## config.mk

```make
export PLATFORM = sky130hd
export DESIGN_NAME = central_difference_derivative_unit
export DESIGN_NICKNAME = d
export VERILOG_FILES = /design/src/design/cdd_pkg.sv /design/src/design/central_difference_derivative_unit.sv /design/src/design/cdd_slope_unit.sv
export SDC_FILE = /design/constraint.sdc
export NUM_CORES = 2
export LEC_CHECK = 0
export ABC_AREA = 1
export BUFFER_PORTS_ARGS = -buffer_cell sky130_fd_sc_hd__buf_4
export CORE_UTILIZATION = 48
export DETAILED_ROUTE_END_ITERATION = 10
export GPL_TIMING_DRIVEN = 0
export RECOVER_POWER = 50
export REMOVE_ABC_BUFFERS = 1
export SLEW_MARGIN = 0
export SYNTH_ARGS = -nofsm -noshare
export SYNTH_HDL_FRONTEND = slang
export SYNTH_HIERARCHICAL = 1
export SYNTH_SLANG_ARGS = --single-unit
```

## constraint.sdc

```tcl
create_clock -name clock -period 7.9 [get_ports clock]
set_input_delay 0.395 -clock clock [delete_from_list [all_inputs] [get_ports clock]]
set_output_delay 0.395 -clock clock [all_outputs]
set_load 0.02 [all_outputs]
```

## src/design/cdd_pkg.sv

```systemverilog
// ----------------------------------------------------------------------------
// Central difference derivative: shared definitions
// Types and fixed constants used by the derivative top level and its serial
// slope unit.
// ----------------------------------------------------------------------------
package cdd_pkg;

   // Result and divisor formats do not vary with the sample width.
   localparam int SLOPE_WIDTH    = 32;
   localparam int NORM_WIDTH     = 32;
   localparam int NORM_FRAC_BITS = 16;
   localparam int STATUS_WIDTH   = 2;
   localparam int CSR_INDEX_WIDTH = 2;

   // Quotient bits developed by the serial divider. Anything at or above
   // bit 33 is caught by one compare before the first step.
   localparam int QUOT_BITS = 33;

   localparam logic [SLOPE_WIDTH-1:0] SLOPE_MAX = 32'h7FFF_FFFF;
   localparam logic [SLOPE_WIDTH-1:0] SLOPE_MIN = 32'h8000_0000;

   localparam logic [NORM_WIDTH-1:0] NORM_FACTOR_ONE = 32'h0001_0000;

   // Result status codes.
   localparam logic [STATUS_WIDTH-1:0] STATUS_OK        = 2'd0;
   localparam logic [STATUS_WIDTH-1:0] STATUS_SATURATED = 2'd1;
   localparam logic [STATUS_WIDTH-1:0] STATUS_SHORT     = 2'd2;

   // Configuration register indexes.
   localparam logic [CSR_INDEX_WIDTH-1:0] CSR_EDGE_MODE   = 2'd0;
   localparam logic [CSR_INDEX_WIDTH-1:0] CSR_NORMALIZE   = 2'd1;
   localparam logic [CSR_INDEX_WIDTH-1:0] CSR_NORM_FACTOR = 2'd2;

   // Status of the slope unit as seen by the controller.
   typedef struct packed {
      logic                   busy;
      logic                   done;
      logic                   saturated;
      logic [SLOPE_WIDTH-1:0] slope;
   } slope_result_type;

endpackage

```

## src/design/central_difference_derivative_unit.sv

```systemverilog
// ----------------------------------------------------------------------------
// Central difference derivative unit
// Streaming slope estimator over records of (x, y) sample points.
// ----------------------------------------------------------------------------
// The block takes one sample transfer at a time and keeps the two previous
// points of the current record. Each interior point yields the central slope
// (y[i+1]-y[i-1])/(x[i+1]-x[i-1]) tagged with that point's own x; with
// edge_mode set, the first and last points of a record also get one-sided
// slopes. Slopes are signed fixed point with FRACTION_BITS fraction bits,
// rounded half away from zero, optionally divided by norm_factor (Q16.16),
// and saturated with status 1; a zero x step also saturates with status 1.
// A record of a single point returns one result with status 2. An input
// transfer is taken only when the controller is idle, so a new sample is not
// taken before the controller is through with the last one. Each slope goes
// through one shared serial unit: a 33-step radix-2 divider, preceded when
// normalizing by a shift-add multiplication that scales the x step by
// norm_factor. A zero x step or a quotient beyond the divider's reach
// finishes without running the divider. A two-point record in edge mode
// reuses its one slope for its second result, and an item yields two slopes
// only at a record end in edge mode. A full output register can hold up a
// result, but a waiting result in the output register does not hold off the
// next input transfer.
// ----------------------------------------------------------------------------
module central_difference_derivative_unit
   import cdd_pkg::*;
#(
   parameter int SAMPLE_WIDTH  = 32,
   parameter int FRACTION_BITS = 16
) (
   input  logic                           clock,
   input  logic                           reset,

   input  logic                           csr_write_enable,
   input  logic [CSR_INDEX_WIDTH-1:0]     csr_index,
   input  logic [NORM_WIDTH-1:0]          csr_write_data,

   input  logic                           req_valid,
   output logic                           req_stall,
   input  logic signed [SAMPLE_WIDTH-1:0] req_sample_x,
   input  logic signed [SAMPLE_WIDTH-1:0] req_sample_y,
   input  logic                           req_end_of_record,

   output logic                           rsp_valid,
   input  logic                           rsp_stall,
   output logic signed [SAMPLE_WIDTH-1:0] rsp_point_x,
   output logic signed [SLOPE_WIDTH-1:0]  rsp_slope,
   output logic [STATUS_WIDTH-1:0]        rsp_status,
   output logic                           rsp_last_result
);

   localparam int DW = SAMPLE_WIDTH + 1;

   // Number of points of the current record held in the history.
   localparam logic [1:0] PS_NONE = 2'd0;
   localparam logic [1:0] PS_ONE  = 2'd1;
   localparam logic [1:0] PS_TWO  = 2'd2;

   typedef enum logic [4:0] {
      ST_IDLE   = 5'b00001,
      ST_DECIDE = 5'b00010,
      ST_WAIT   = 5'b00100,
      ST_PUSH   = 5'b01000,
      ST_FINISH = 5'b10000
   } ctrl_state_type;

   // Configuration registers.
   logic                    edge_mode_ff;
   logic                    normalize_ff;
   logic [NORM_WIDTH-1:0]   norm_factor_ff;

   // Controller state.
   ctrl_state_type          state_ff, state_in;
   logic                    phase_ff, phase_in;
   logic [1:0]              ps_ff, ps_in;

   // Point history and the item being worked on.
   logic [SAMPLE_WIDTH-1:0] older_x_ff, older_y_ff;
   logic [SAMPLE_WIDTH-1:0] newer_x_ff, newer_y_ff;
   logic [SAMPLE_WIDTH-1:0] item_x_ff, item_y_ff;
   logic                    item_eor_ff;

   // Last slope from the serial unit, kept for reuse on a two-point record.
   logic [SLOPE_WIDTH-1:0]  res_slope_ff;
   logic                    res_sat_ff;

   // Output register.
   logic                    rsp_valid_ff, rsp_valid_in;
   logic [SAMPLE_WIDTH-1:0] rsp_point_x_ff;
   logic [SLOPE_WIDTH-1:0]  rsp_slope_ff;
   logic [STATUS_WIDTH-1:0] rsp_status_ff;
   logic                    rsp_last_ff;

   logic                    req_accept;
   logic                    slot_free;
   logic                    out_load;
   logic                    unit_start;
   logic                    hist_update;
   logic [SAMPLE_WIDTH-1:0] base_x, base_y;
   logic [DW-1:0]           delta_x, delta_y;
   logic [SAMPLE_WIDTH-1:0] out_x;
   logic [SLOPE_WIDTH-1:0]  out_slope;
   logic [STATUS_WIDTH-1:0] out_status;
   logic                    out_last;
   slope_result_type        unit_result;

   // ------------------------------------------------------------------------
   // Configuration writes. Indexes beyond the register list are dropped.
   // ------------------------------------------------------------------------
   always_ff @(posedge clock) begin
      if (reset) begin
         edge_mode_ff   <= 1'b1;
         normalize_ff   <= 1'b0;
         norm_factor_ff <= NORM_FACTOR_ONE;
      end else if (csr_write_enable) begin
         unique case (csr_index)
            CSR_EDGE_MODE:   edge_mode_ff   <= csr_write_data[0];
            CSR_NORMALIZE:   normalize_ff   <= csr_write_data[0];
            CSR_NORM_FACTOR: norm_factor_ff <= csr_write_data;
            default: begin
            end
         endcase
      end
   end

   // ------------------------------------------------------------------------
   // Handshakes. A result leaves the output register on a transfer, and a
   // new one may be loaded in that same cycle.
   // ------------------------------------------------------------------------
   assign req_stall  = (state_ff != ST_IDLE);
   assign req_accept = req_valid && !req_stall;
   assign slot_free  = !rsp_valid_ff || !rsp_stall;

   // The first slope of an item with two points of history spans the older
   // point; every other slope spans the newer one.
   assign base_x  = (ps_ff == PS_TWO && !phase_ff) ? older_x_ff : newer_x_ff;
   assign base_y  = (ps_ff == PS_TWO && !phase_ff) ? older_y_ff : newer_y_ff;
   assign delta_x = {item_x_ff[SAMPLE_WIDTH-1], item_x_ff} - {base_x[SAMPLE_WIDTH-1], base_x};
   assign delta_y = {item_y_ff[SAMPLE_WIDTH-1], item_y_ff} - {base_y[SAMPLE_WIDTH-1], base_y};

   // Fields of the result about to be loaded. The first result of an item
   // with history belongs to the newer point; all others to the item itself.
   always_comb begin
      out_x = (!phase_ff && ps_ff != PS_NONE) ? newer_x_ff : item_x_ff;
      if (ps_ff == PS_NONE) begin
         out_slope  = '0;
         out_status = STATUS_SHORT;
         out_last   = 1'b1;
      end else begin
         out_slope  = res_slope_ff;
         out_status = res_sat_ff ? STATUS_SATURATED : STATUS_OK;
         out_last   = phase_ff || (ps_ff == PS_TWO && item_eor_ff && !edge_mode_ff);
      end
   end

   // ------------------------------------------------------------------------
   // Controller. Each accepted item walks through up to two result phases;
   // each phase either starts the slope unit, reuses the last slope, builds
   // the short-record result, or ends the item.
   // ------------------------------------------------------------------------
   always_comb begin
      state_in    = state_ff;
      phase_in    = phase_ff;
      ps_in       = ps_ff;
      unit_start  = 1'b0;
      out_load    = 1'b0;
      hist_update = 1'b0;

      unique case (state_ff)
         ST_IDLE: begin
            if (req_accept) begin
               phase_in = 1'b0;
               state_in = ST_DECIDE;
            end
         end

         ST_DECIDE: begin
            case (ps_ff)
               PS_NONE: begin
                  state_in = (item_eor_ff && !phase_ff) ? ST_PUSH : ST_FINISH;
               end
               PS_ONE: begin
                  if (!edge_mode_ff) begin
                     state_in = ST_FINISH;
                  end else if (!phase_ff) begin
                     unit_start = 1'b1;
                     state_in   = ST_WAIT;
                  end else begin
                     // Both edge results of a two-point record share a slope.
                     state_in = item_eor_ff ? ST_PUSH : ST_FINISH;
                  end
               end
               default: begin
                  if (!phase_ff || (item_eor_ff && edge_mode_ff)) begin
                     unit_start = 1'b1;
                     state_in   = ST_WAIT;
                  end else begin
                     state_in = ST_FINISH;
                  end
               end
            endcase
         end

         ST_WAIT: begin
            if (unit_result.done) begin
               state_in = ST_PUSH;
            end
         end

         ST_PUSH: begin
            if (slot_free) begin
               out_load = 1'b1;
               if (phase_ff) begin
                  state_in = ST_FINISH;
               end else begin
                  phase_in = 1'b1;
                  state_in = ST_DECIDE;
               end
            end
         end

         ST_FINISH: begin
            hist_update = 1'b1;
            state_in    = ST_IDLE;
            if (ps_ff == PS_NONE) begin
               ps_in = item_eor_ff ? PS_NONE : PS_ONE;
            end else begin
               ps_in = item_eor_ff ? PS_NONE : PS_TWO;
            end
         end

         default: begin
            state_in = ST_IDLE;
         end
      endcase
   end

   always_ff @(posedge clock) begin
      if (reset) begin
         state_ff <= ST_IDLE;
         phase_ff <= 1'b0;
         ps_ff    <= PS_NONE;
      end else begin
         state_ff <= state_in;
         phase_ff <= phase_in;
         ps_ff    <= ps_in;
      end
   end

   always_ff @(posedge clock) begin
      if (req_accept) begin
         item_x_ff   <= req_sample_x;
         item_y_ff   <= req_sample_y;
         item_eor_ff <= req_end_of_record;
      end
   end

   // History moves at the end of an item. A lone point that closes a record
   // leaves it untouched; the first point of a record only fills the newer
   // slot.
   always_ff @(posedge clock) begin
      if (hist_update) begin
         if (ps_ff == PS_NONE) begin
            if (!item_eor_ff) begin
               newer_x_ff <= item_x_ff;
               newer_y_ff <= item_y_ff;
            end
         end else begin
            older_x_ff <= newer_x_ff;
            older_y_ff <= newer_y_ff;
            newer_x_ff <= item_x_ff;
            newer_y_ff <= item_y_ff;
         end
      end
   end

   always_ff @(posedge clock) begin
      if (unit_result.done) begin
         res_slope_ff <= unit_result.slope;
         res_sat_ff   <= unit_result.saturated;
      end
   end

   // ------------------------------------------------------------------------
   // Output register.
   // ------------------------------------------------------------------------
   always_comb begin
      if (out_load) begin
         rsp_valid_in = 1'b1;
      end else if (!slot_free) begin
         rsp_valid_in = rsp_valid_ff;
      end else begin
         rsp_valid_in = 1'b0;
      end
   end

   always_ff @(posedge clock) begin
      if (reset) begin
         rsp_valid_ff <= 1'b0;
      end else begin
         rsp_valid_ff <= rsp_valid_in;
      end
   end

   always_ff @(posedge clock) begin
      if (out_load) begin
         rsp_point_x_ff <= out_x;
         rsp_slope_ff   <= out_slope;
         rsp_status_ff  <= out_status;
         rsp_last_ff    <= out_last;
      end
   end

   assign rsp_valid       = rsp_valid_ff;
   assign rsp_point_x     = rsp_point_x_ff;
   assign rsp_slope       = rsp_slope_ff;
   assign rsp_status      = rsp_status_ff;
   assign rsp_last_result = rsp_last_ff;

   // ------------------------------------------------------------------------
   // Serial slope unit.
   // ------------------------------------------------------------------------
   cdd_slope_unit #(
      .SAMPLE_WIDTH  (SAMPLE_WIDTH),
      .FRACTION_BITS (FRACTION_BITS)
   ) u_slope (
      .clock       (clock),
      .reset       (reset),
      .start       (unit_start),
      .delta_x     (delta_x),
      .delta_y     (delta_y),
      .normalize   (normalize_ff),
      .norm_factor (norm_factor_ff),
      .result      (unit_result)
   );

   // ------------------------------------------------------------------------
   // Assertions.
   // ------------------------------------------------------------------------

   // The slope unit is started only when it has finished the previous slope.
   assert property (@(posedge clock) disable iff (reset)
      unit_start |-> !unit_result.busy)
      else $error("slope unit started while busy");

   // A finished slope arrives only while the controller waits for it.
   assert property (@(posedge clock) disable iff (reset)
      unit_result.done |-> (state_ff == ST_WAIT))
      else $error("slope unit finished outside the wait state");

   // The point count saturates at two.
   assert property (@(posedge clock) disable iff (reset)
      ps_ff != 2'd3)
      else $error("point count out of range");

   // A short-record result always closes the record with a zero slope.
   assert property (@(posedge clock) disable iff (reset)
      (rsp_valid && rsp_status == STATUS_SHORT) |-> (rsp_last_result && rsp_slope == '0))
      else $error("short-record result malformed");

endmodule

```

## src/design/cdd_slope_unit.sv

```systemverilog
// ----------------------------------------------------------------------------
// Central difference derivative: serial slope unit
// Turns one (dx, dy) pair into a rounded, saturated fixed-point slope with a
// shift-add multiplier for the divisor and a radix-2 restoring divider.
// ----------------------------------------------------------------------------
module cdd_slope_unit
   import cdd_pkg::*;
#(
   parameter int SAMPLE_WIDTH  = 32,
   parameter int FRACTION_BITS = 16
) (
   input  logic                    clock,
   input  logic                    reset,
   input  logic                    start,
   input  logic signed [SAMPLE_WIDTH:0] delta_x,
   input  logic signed [SAMPLE_WIDTH:0] delta_y,
   input  logic                    normalize,
   input  logic [NORM_WIDTH-1:0]   norm_factor,
   output slope_result_type        result
);

   localparam int DW          = SAMPLE_WIDTH + 1;
   localparam int DEN_W       = DW + NORM_WIDTH;
   localparam int NHW         = DW + FRACTION_BITS + NORM_FRAC_BITS;
   localparam int NW          = NHW + QUOT_BITS;
   localparam int CW          = (NHW > DEN_W) ? NHW : DEN_W;
   localparam int Q1W         = QUOT_BITS + 1;
   localparam int CNT_W       = $clog2(QUOT_BITS);
   localparam int SHIFT_PLAIN = FRACTION_BITS;
   localparam int SHIFT_NORM  = FRACTION_BITS + NORM_FRAC_BITS;

   typedef enum logic [6:0] {
      U_IDLE  = 7'b0000001,
      U_PREP  = 7'b0000010,
      U_MUL   = 7'b0000100,
      U_LOAD  = 7'b0001000,
      U_DIV   = 7'b0010000,
      U_ROUND = 7'b0100000,
      U_SIGN  = 7'b1000000
   } unit_state_type;

   unit_state_type            state_ff, state_in;
   logic [DW-1:0]             dx_ff, dx_in;
   logic [DW-1:0]             dy_ff, dy_in;
   logic                      norm_ff, norm_in;
   logic [NORM_WIDTH-1:0]     nf_ff, nf_in;
   logic [DW-1:0]             mag_x_ff, mag_x_in;
   logic [DW-1:0]             mag_y_ff, mag_y_in;
   logic                      neg_ff, neg_in;
   logic [DEN_W-1:0]          den_ff, den_in;
   logic [DEN_W-1:0]          rem_ff, rem_in;
   logic [QUOT_BITS-1:0]      low_ff, low_in;
   logic [Q1W-1:0]            quot_ff, quot_in;
   logic [CNT_W-1:0]          count_ff, count_in;
   logic                      done_ff, done_in;
   logic                      sat_ff, sat_in;
   logic [SLOPE_WIDTH-1:0]    slope_ff, slope_in;

   logic [DW-1:0]             mag_x;
   logic [DW-1:0]             mag_y;
   logic [NW-1:0]             num_full;
   logic [NHW-1:0]            num_high;
   logic [DEN_W:0]            trial;
   logic                      trial_fits;
   logic                      round_up;
   logic [Q1W-1:0]            limit;

   always_comb begin
      mag_x      = dx_ff[DW-1] ? $unsigned(-$signed(dx_ff)) : dx_ff;
      mag_y      = dy_ff[DW-1] ? $unsigned(-$signed(dy_ff)) : dy_ff;
      num_full   = norm_ff ? (NW'(mag_y_ff) << SHIFT_NORM) : (NW'(mag_y_ff) << SHIFT_PLAIN);
      num_high   = num_full[NW-1:QUOT_BITS];
      trial      = {rem_ff, low_ff[QUOT_BITS-1]};
      trial_fits = trial >= {1'b0, den_ff};
      round_up   = {rem_ff, 1'b0} >= {1'b0, den_ff};
      limit      = neg_ff ? Q1W'(SLOPE_MIN) : Q1W'(SLOPE_MAX);
   end

   always_comb begin
      state_in = state_ff;
      dx_in    = dx_ff;
      dy_in    = dy_ff;
      norm_in  = norm_ff;
      nf_in    = nf_ff;
      mag_x_in = mag_x_ff;
      mag_y_in = mag_y_ff;
      neg_in   = neg_ff;
      den_in   = den_ff;
      rem_in   = rem_ff;
      low_in   = low_ff;
      quot_in  = quot_ff;
      count_in = count_ff;
      done_in  = 1'b0;
      sat_in   = sat_ff;
      slope_in = slope_ff;

      unique case (state_ff)
         U_IDLE: begin
            if (start) begin
               dx_in    = delta_x;
               dy_in    = delta_y;
               norm_in  = normalize;
               nf_in    = norm_factor;
               state_in = U_PREP;
            end
         end

         U_PREP: begin
            mag_x_in = mag_x;
            mag_y_in = mag_y;
            neg_in   = dx_ff[DW-1] ^ dy_ff[DW-1];
            count_in = '0;
            if (mag_x == '0 || (norm_ff && nf_ff == '0)) begin
               // A zero step saturates toward the sign of dy.
               sat_in   = 1'b1;
               done_in  = 1'b1;
               state_in = U_IDLE;
               if (dy_ff == '0) begin
                  slope_in = '0;
               end else begin
                  slope_in = dy_ff[DW-1] ? SLOPE_MIN : SLOPE_MAX;
               end
            end else if (norm_ff) begin
               den_in   = '0;
               state_in = U_MUL;
            end else begin
               den_in   = DEN_W'(mag_x);
               state_in = U_LOAD;
            end
         end

         U_MUL: begin
            // One norm factor bit per cycle, most significant first.
            den_in   = {den_ff[DEN_W-2:0], 1'b0}
                     + (nf_ff[NORM_WIDTH-1] ? DEN_W'(mag_x_ff) : DEN_W'(0));
            nf_in    = {nf_ff[NORM_WIDTH-2:0], 1'b0};
            count_in = count_ff + CNT_W'(1);
            if (count_ff == CNT_W'(NORM_WIDTH - 1)) begin
               state_in = U_LOAD;
            end
         end

         U_LOAD: begin
            count_in = '0;
            quot_in  = '0;
            low_in   = num_full[QUOT_BITS-1:0];
            if (CW'(num_high) >= CW'(den_ff)) begin
               // Quotient has bits at or above the divider's reach.
               sat_in   = 1'b1;
               slope_in = neg_ff ? SLOPE_MIN : SLOPE_MAX;
               done_in  = 1'b1;
               state_in = U_IDLE;
            end else begin
               rem_in   = DEN_W'(num_high);
               state_in = U_DIV;
            end
         end

         U_DIV: begin
            rem_in   = trial_fits ? DEN_W'(trial - {1'b0, den_ff}) : trial[DEN_W-1:0];
            quot_in  = {quot_ff[Q1W-2:0], trial_fits};
            low_in   = {low_ff[QUOT_BITS-2:0], 1'b0};
            count_in = count_ff + CNT_W'(1);
            if (count_ff == CNT_W'(QUOT_BITS - 1)) begin
               state_in = U_ROUND;
            end
         end

         U_ROUND: begin
            // Round half away from zero on the magnitude.
            quot_in  = quot_ff + Q1W'(round_up);
            state_in = U_SIGN;
         end

         U_SIGN: begin
            done_in  = 1'b1;
            state_in = U_IDLE;
            if (quot_ff > limit) begin
               sat_in   = 1'b1;
               slope_in = neg_ff ? SLOPE_MIN : SLOPE_MAX;
            end else begin
               sat_in   = 1'b0;
               slope_in = neg_ff ? (SLOPE_WIDTH'(0) - quot_ff[SLOPE_WIDTH-1:0])
                                 : quot_ff[SLOPE_WIDTH-1:0];
            end
         end

         default: begin
            state_in = U_IDLE;
         end
      endcase
   end

   always_ff @(posedge clock) begin
      if (reset) begin
         state_ff <= U_IDLE;
         done_ff  <= 1'b0;
      end else begin
         state_ff <= state_in;
         done_ff  <= done_in;
      end
   end

   always_ff @(posedge clock) begin
      dx_ff    <= dx_in;
      dy_ff    <= dy_in;
      norm_ff  <= norm_in;
      nf_ff    <= nf_in;
      mag_x_ff <= mag_x_in;
      mag_y_ff <= mag_y_in;
      neg_ff   <= neg_in;
      den_ff   <= den_in;
      rem_ff   <= rem_in;
      low_ff   <= low_in;
      quot_ff  <= quot_in;
      count_ff <= count_in;
      sat_ff   <= sat_in;
      slope_ff <= slope_in;
   end

   assign result.busy      = (state_ff != U_IDLE);
   assign result.done      = done_ff;
   assign result.saturated = sat_ff;
   assign result.slope     = slope_ff;

endmodule

```

==> impl_metrics.json <==
{
  "worst_skew_pair.late_latency_ns": 0.69,
  "fp.dieW_um": 310,
  "outcome": "finished with violations",
  "layout.cells.most_common": "sky130_fd_sc_hd__nand2_1",
  "fin_total_pwr_mw": 9.13,
  "groute.usage.overall_pct": 26.3,
  "worst_clock_skew_ns": 0.0576,
  "power_leakage_nw": 23.0,
  "synthToLayoutAreaGrowth_pct": 13.5,
  "tritoncts_clock_tree": "done",
  "drc_errors": 0,
  "top_level_ports": 173,
  "clock_power_share_pct": 42.3,
  "ys_dominant_reg_cell": "sky130_fd_sc_hd__edfxtp_1",
  "critPathKind": "reg2reg",
  "cts-root-buf": "sky130_fd_sc_hd__clkbuf_16",
  "drt_first_pass_iters": 6,
  "min_delay_path_depth": 4,
  "cts_max_level": 3,
  "met1Wirelength_um": 59300,
  "yosys.cell_types.count": 71,
  "dr_total_vias": 37500,
  "pwr-share-seq_pct": 48.5,
  "seq_area_frac_synth_pct": 47.0,
  "power_density_nw_per_um2": 176,
  "row_count": 112,
  "antenna_violating_nets_post_route": 0,
  "grt_first_pass_wirelength_um": 197000,
  "violations": "capacitance limit, slew limit",
  "tritoncts_num_sinks": 730,
  "wl_met3_um": 6490,
  "report.final.setup_viol": 0,
  "routed-wl-met2_um": 57100,
  "timing.hold.worst_endpoint": "normalize_ff",
  "grt.overflow.total": 0,
  "path_clk_slew_ns": 0.06,
  "comb_power_share_pct": 9.2,
  "crit_path_max_incr_delay_ns": 1.56,
  "cp_top_family": "buffers and inverters",
  "rr_endpoint": "u_slope/den_ff[32]",
  "crit_buf_inv": 4,
  "core_area_um2": 93600,
  "cellInternalPower_mw": 6.87,
  "crit_path_top_delay_cell": "sky130_fd_sc_hd__clkbuf_1",
  "worst_case_setup_slack_after_placement_ns": 2.14,
  "dpl.cell_count": 6935,
  "avg_synthesized_cell_area_um2": 8.13,
  "fraction_of_final_layout_cells_sized_beyond_drive_strength_1_pct": 5.37,
  "post_drt_via_cell_ratio": 5.22,
  "tightest_slew_ns": 3.71,
  "ctsResizeCount": 0,
  "routabilityCongestion": 0.969,
  "place_hpwl_um": 98700,
  "commonest_cells_after_routing_fill_and_taps_aside": "1,491 x sky130_fd_sc_hd__nand2_1, 829 x sky130_fd_sc_hd__inv_1, 679 x sky130_fd_sc_hd__edfxtp_1",
  "die_h_um": 310,
  "critical_path_peak_fanout": 48,
  "cp-end-kind": "flop",
  "maxClockFrequency_ghz": 0.167,
  "postCtsHoldBufs": 98,
  "cp_cell_sequence": "nor3_1 > nand2_1 > clkbuf_1 > inv_4 > buf_16 > nor2_2 > clkinv_1 > o22ai_1",
  "syn_inst": 5601,
  "place.port_buffers": 172,
  "fin_area_um2": 51700,
  "synthesis.area_um2": 45500,
  "ys_ff_latch": 730,
  "vias_in_the_first_global_route": 35200,
  "grt_start_max_net_pins": 128,
  "post-cts-setup-buffers": 0,
  "switchingPower_mw": 2.26,
  "crit-reg2reg-launch": "u_slope/state_ff[4]",
  "startpoint_type": "flop",
  "cts-buffers-inserted": 84,
  "slew_headroom_pct": -148,
  "instances_no_fill": 7190,
  "hold_path.startpoint": "csr_index[1]",
  "max-clock-path-buffers": 3,
  "worst_r2r_path_depth": 8,
  "timing_max_transition_violations_final": 530,
  "finalCriticalPeriod_ns": 6.00,
  "cp.required_ns": 8.40,
  "design.final.nets": 6209,
  "drt-wirelength-per-cell_um": 17.7,
  "reg2reg_setup_slack_ns": 1.90,
  "rsz0062_at_grt": "no",
  "detail_route.wirelength_um": 127000,
  "synth-edff-count": 679,
  "drv.max_cap_violation_count": 15,
  "initial_core_utilization_pct": 48.7,
  "finalCritPeriodShare_pct": 75.9,
  "ys.warnings.count": 6,
  "routed.top_layer": "met4",
  "postSynth.asyncResetShare_pct": 0,
  "peakVddDrop_mv": 0.240,
  "die_area_um2": 96100,
  "antenna_found_initial": 2,
  "worstPathArrival_ns": 6.49,
  "first_iter_violations": 3048,
  "placed_cell_area_um2": 48500,
  "worst_slack_ns": 1.90,
  "hold_class": "in2reg",
  "final_design_utilization_pct": 55.2,
  "netSwitchingFraction_pct": 24.8,
  "final_hold_viol_count": 0
}
## flip-flops by register name, indices dropped and copies added, names as in the netlist, 17 cells and up
signal and cells:
u_slope/nf_ff 32, rsp_slope 32, u_slope/slope_ff 32, newer_x_ff 32, u_slope/mag_x_ff 33, res_slope_ff 32, u_slope/rem_ff 65, older_y_ff 32
item_y_ff 32, u_slope/den_ff 65, newer_y_ff 32, u_slope/quot_ff 34, rsp_point_x 32, u_slope/low_ff 17, u_slope/mag_y_ff 33, u_slope/dx_ff 33
norm_factor_ff 32, older_x_ff 32, u_slope/dy_ff 33, item_x_ff 32
## cell usage after synthesis, drive strengths merged, types with 21 or more instances
| cell | count | area share [%] |
|---|---|---|
| o21bai | 22 | 0.36 |
| xor2 | 112 | 2.2 |
| dfxtp | 51 | 2.2 |
| nor3 | 90 | 1.1 |
| nor4 | 29 | 0.47 |
| mux2i | 31 | 0.68 |
| nand4 | 68 | 0.95 |
| edfxtp | 679 | 45 |
| inv | 854 | 7.0 |
| xnor2 | 49 | 0.94 |
| buf | 58 | 0.75 |
| nand2 | 1501 | 12 |
| ha | 234 | 6.4 |
| a31oi | 24 | 0.33 |
| nor2 | 616 | 5.3 |
| clkbuf | 63 | 0.52 |
| o21ai | 398 | 4.4 |
| a21oi | 309 | 3.4 |
| nand3 | 238 | 2.7 |
| a21o | 21 | 0.35 |
## tightest hold or removal path, delay by kind of cell
family / cells / cell delay (ns)
buf+inv: 2 / 0.13
compound gates: 1 / 0.06
simple gates: 1 / 0.07
## per-stage QoR
stage               TNS, ns  hold slack, ns
global route              0          0.0462
CTS                       0         0.00752
global placement    -274.21           0.403
floorplan                 0           0.400
finish                    0          0.0547
detailed placement        0           0.405
## power by group through the flow
| stage | Combinational [mW] | Clock, mW | Sequential, mW |
|---|---|---|---|
| floorplan | 0.539 | 0 | 4.49 |
| global placement | 0.777 | 0 | 4.53 |
| detailed placement | 0.811 | 0 | 4.51 |
| CTS | 0.853 | 3.95 | 4.43 |
| global route | 0.949 | 4.08 | 4.44 |
| finish | 0.838 | 3.86 | 4.43 |
## layer usage
layer | vias up | global-route usage [%]
li1 | 19100 | -
met1 | 17300 | 36.7
met2 | 956 | 42.3
met3 | 177 | 3.51
met4 | 0 | 8.49
met5 | - | 0
## logic make-up after synthesis
family / Yosys count / share of synthesized area [%]
xor+xnor: 161 / 3.10
simple gates: 2580 / 23.6
buf+inv: 978 / 8.33
flops: 730 / 47.0
mux: 33 / 0.731
compound gates: 881 / 10.7
fa+ha+maj: 238 / 6.60
## worst max path at each step
stage	startpoint	to	slack, ns	cells after the start
after floorplan	u_slope/state_ff[4]	u_slope/den_ff[0]	0.92	5
after global placement	u_slope/state_ff[4]	u_slope/den_ff[60]	-3.35	5
after detailed placement	u_slope/norm_ff	u_slope/slope_ff[25]	2.14	13
after CTS	u_slope/norm_ff	u_slope/sat_ff	2.08	13
after global routing	u_slope/state_ff[4]	u_slope/den_ff[6]	1.40	8
final	u_slope/state_ff[4]	u_slope/den_ff[32]	1.90	8
## cell type report
class | instances | area, µm²
fill | 8933 | 41900
sequential | 730 | 21400
multi-input combinational | 3893 | 20400
inverter | 857 | 3220
timing repair buffer | 301 | 2410
clock buffer | 111 | 2230
tap | 1254 | 1570
clock inverter | 43 | 493
antenna | 1 | 2.50
Note: power is estimated with default switching activity, not from simulation.
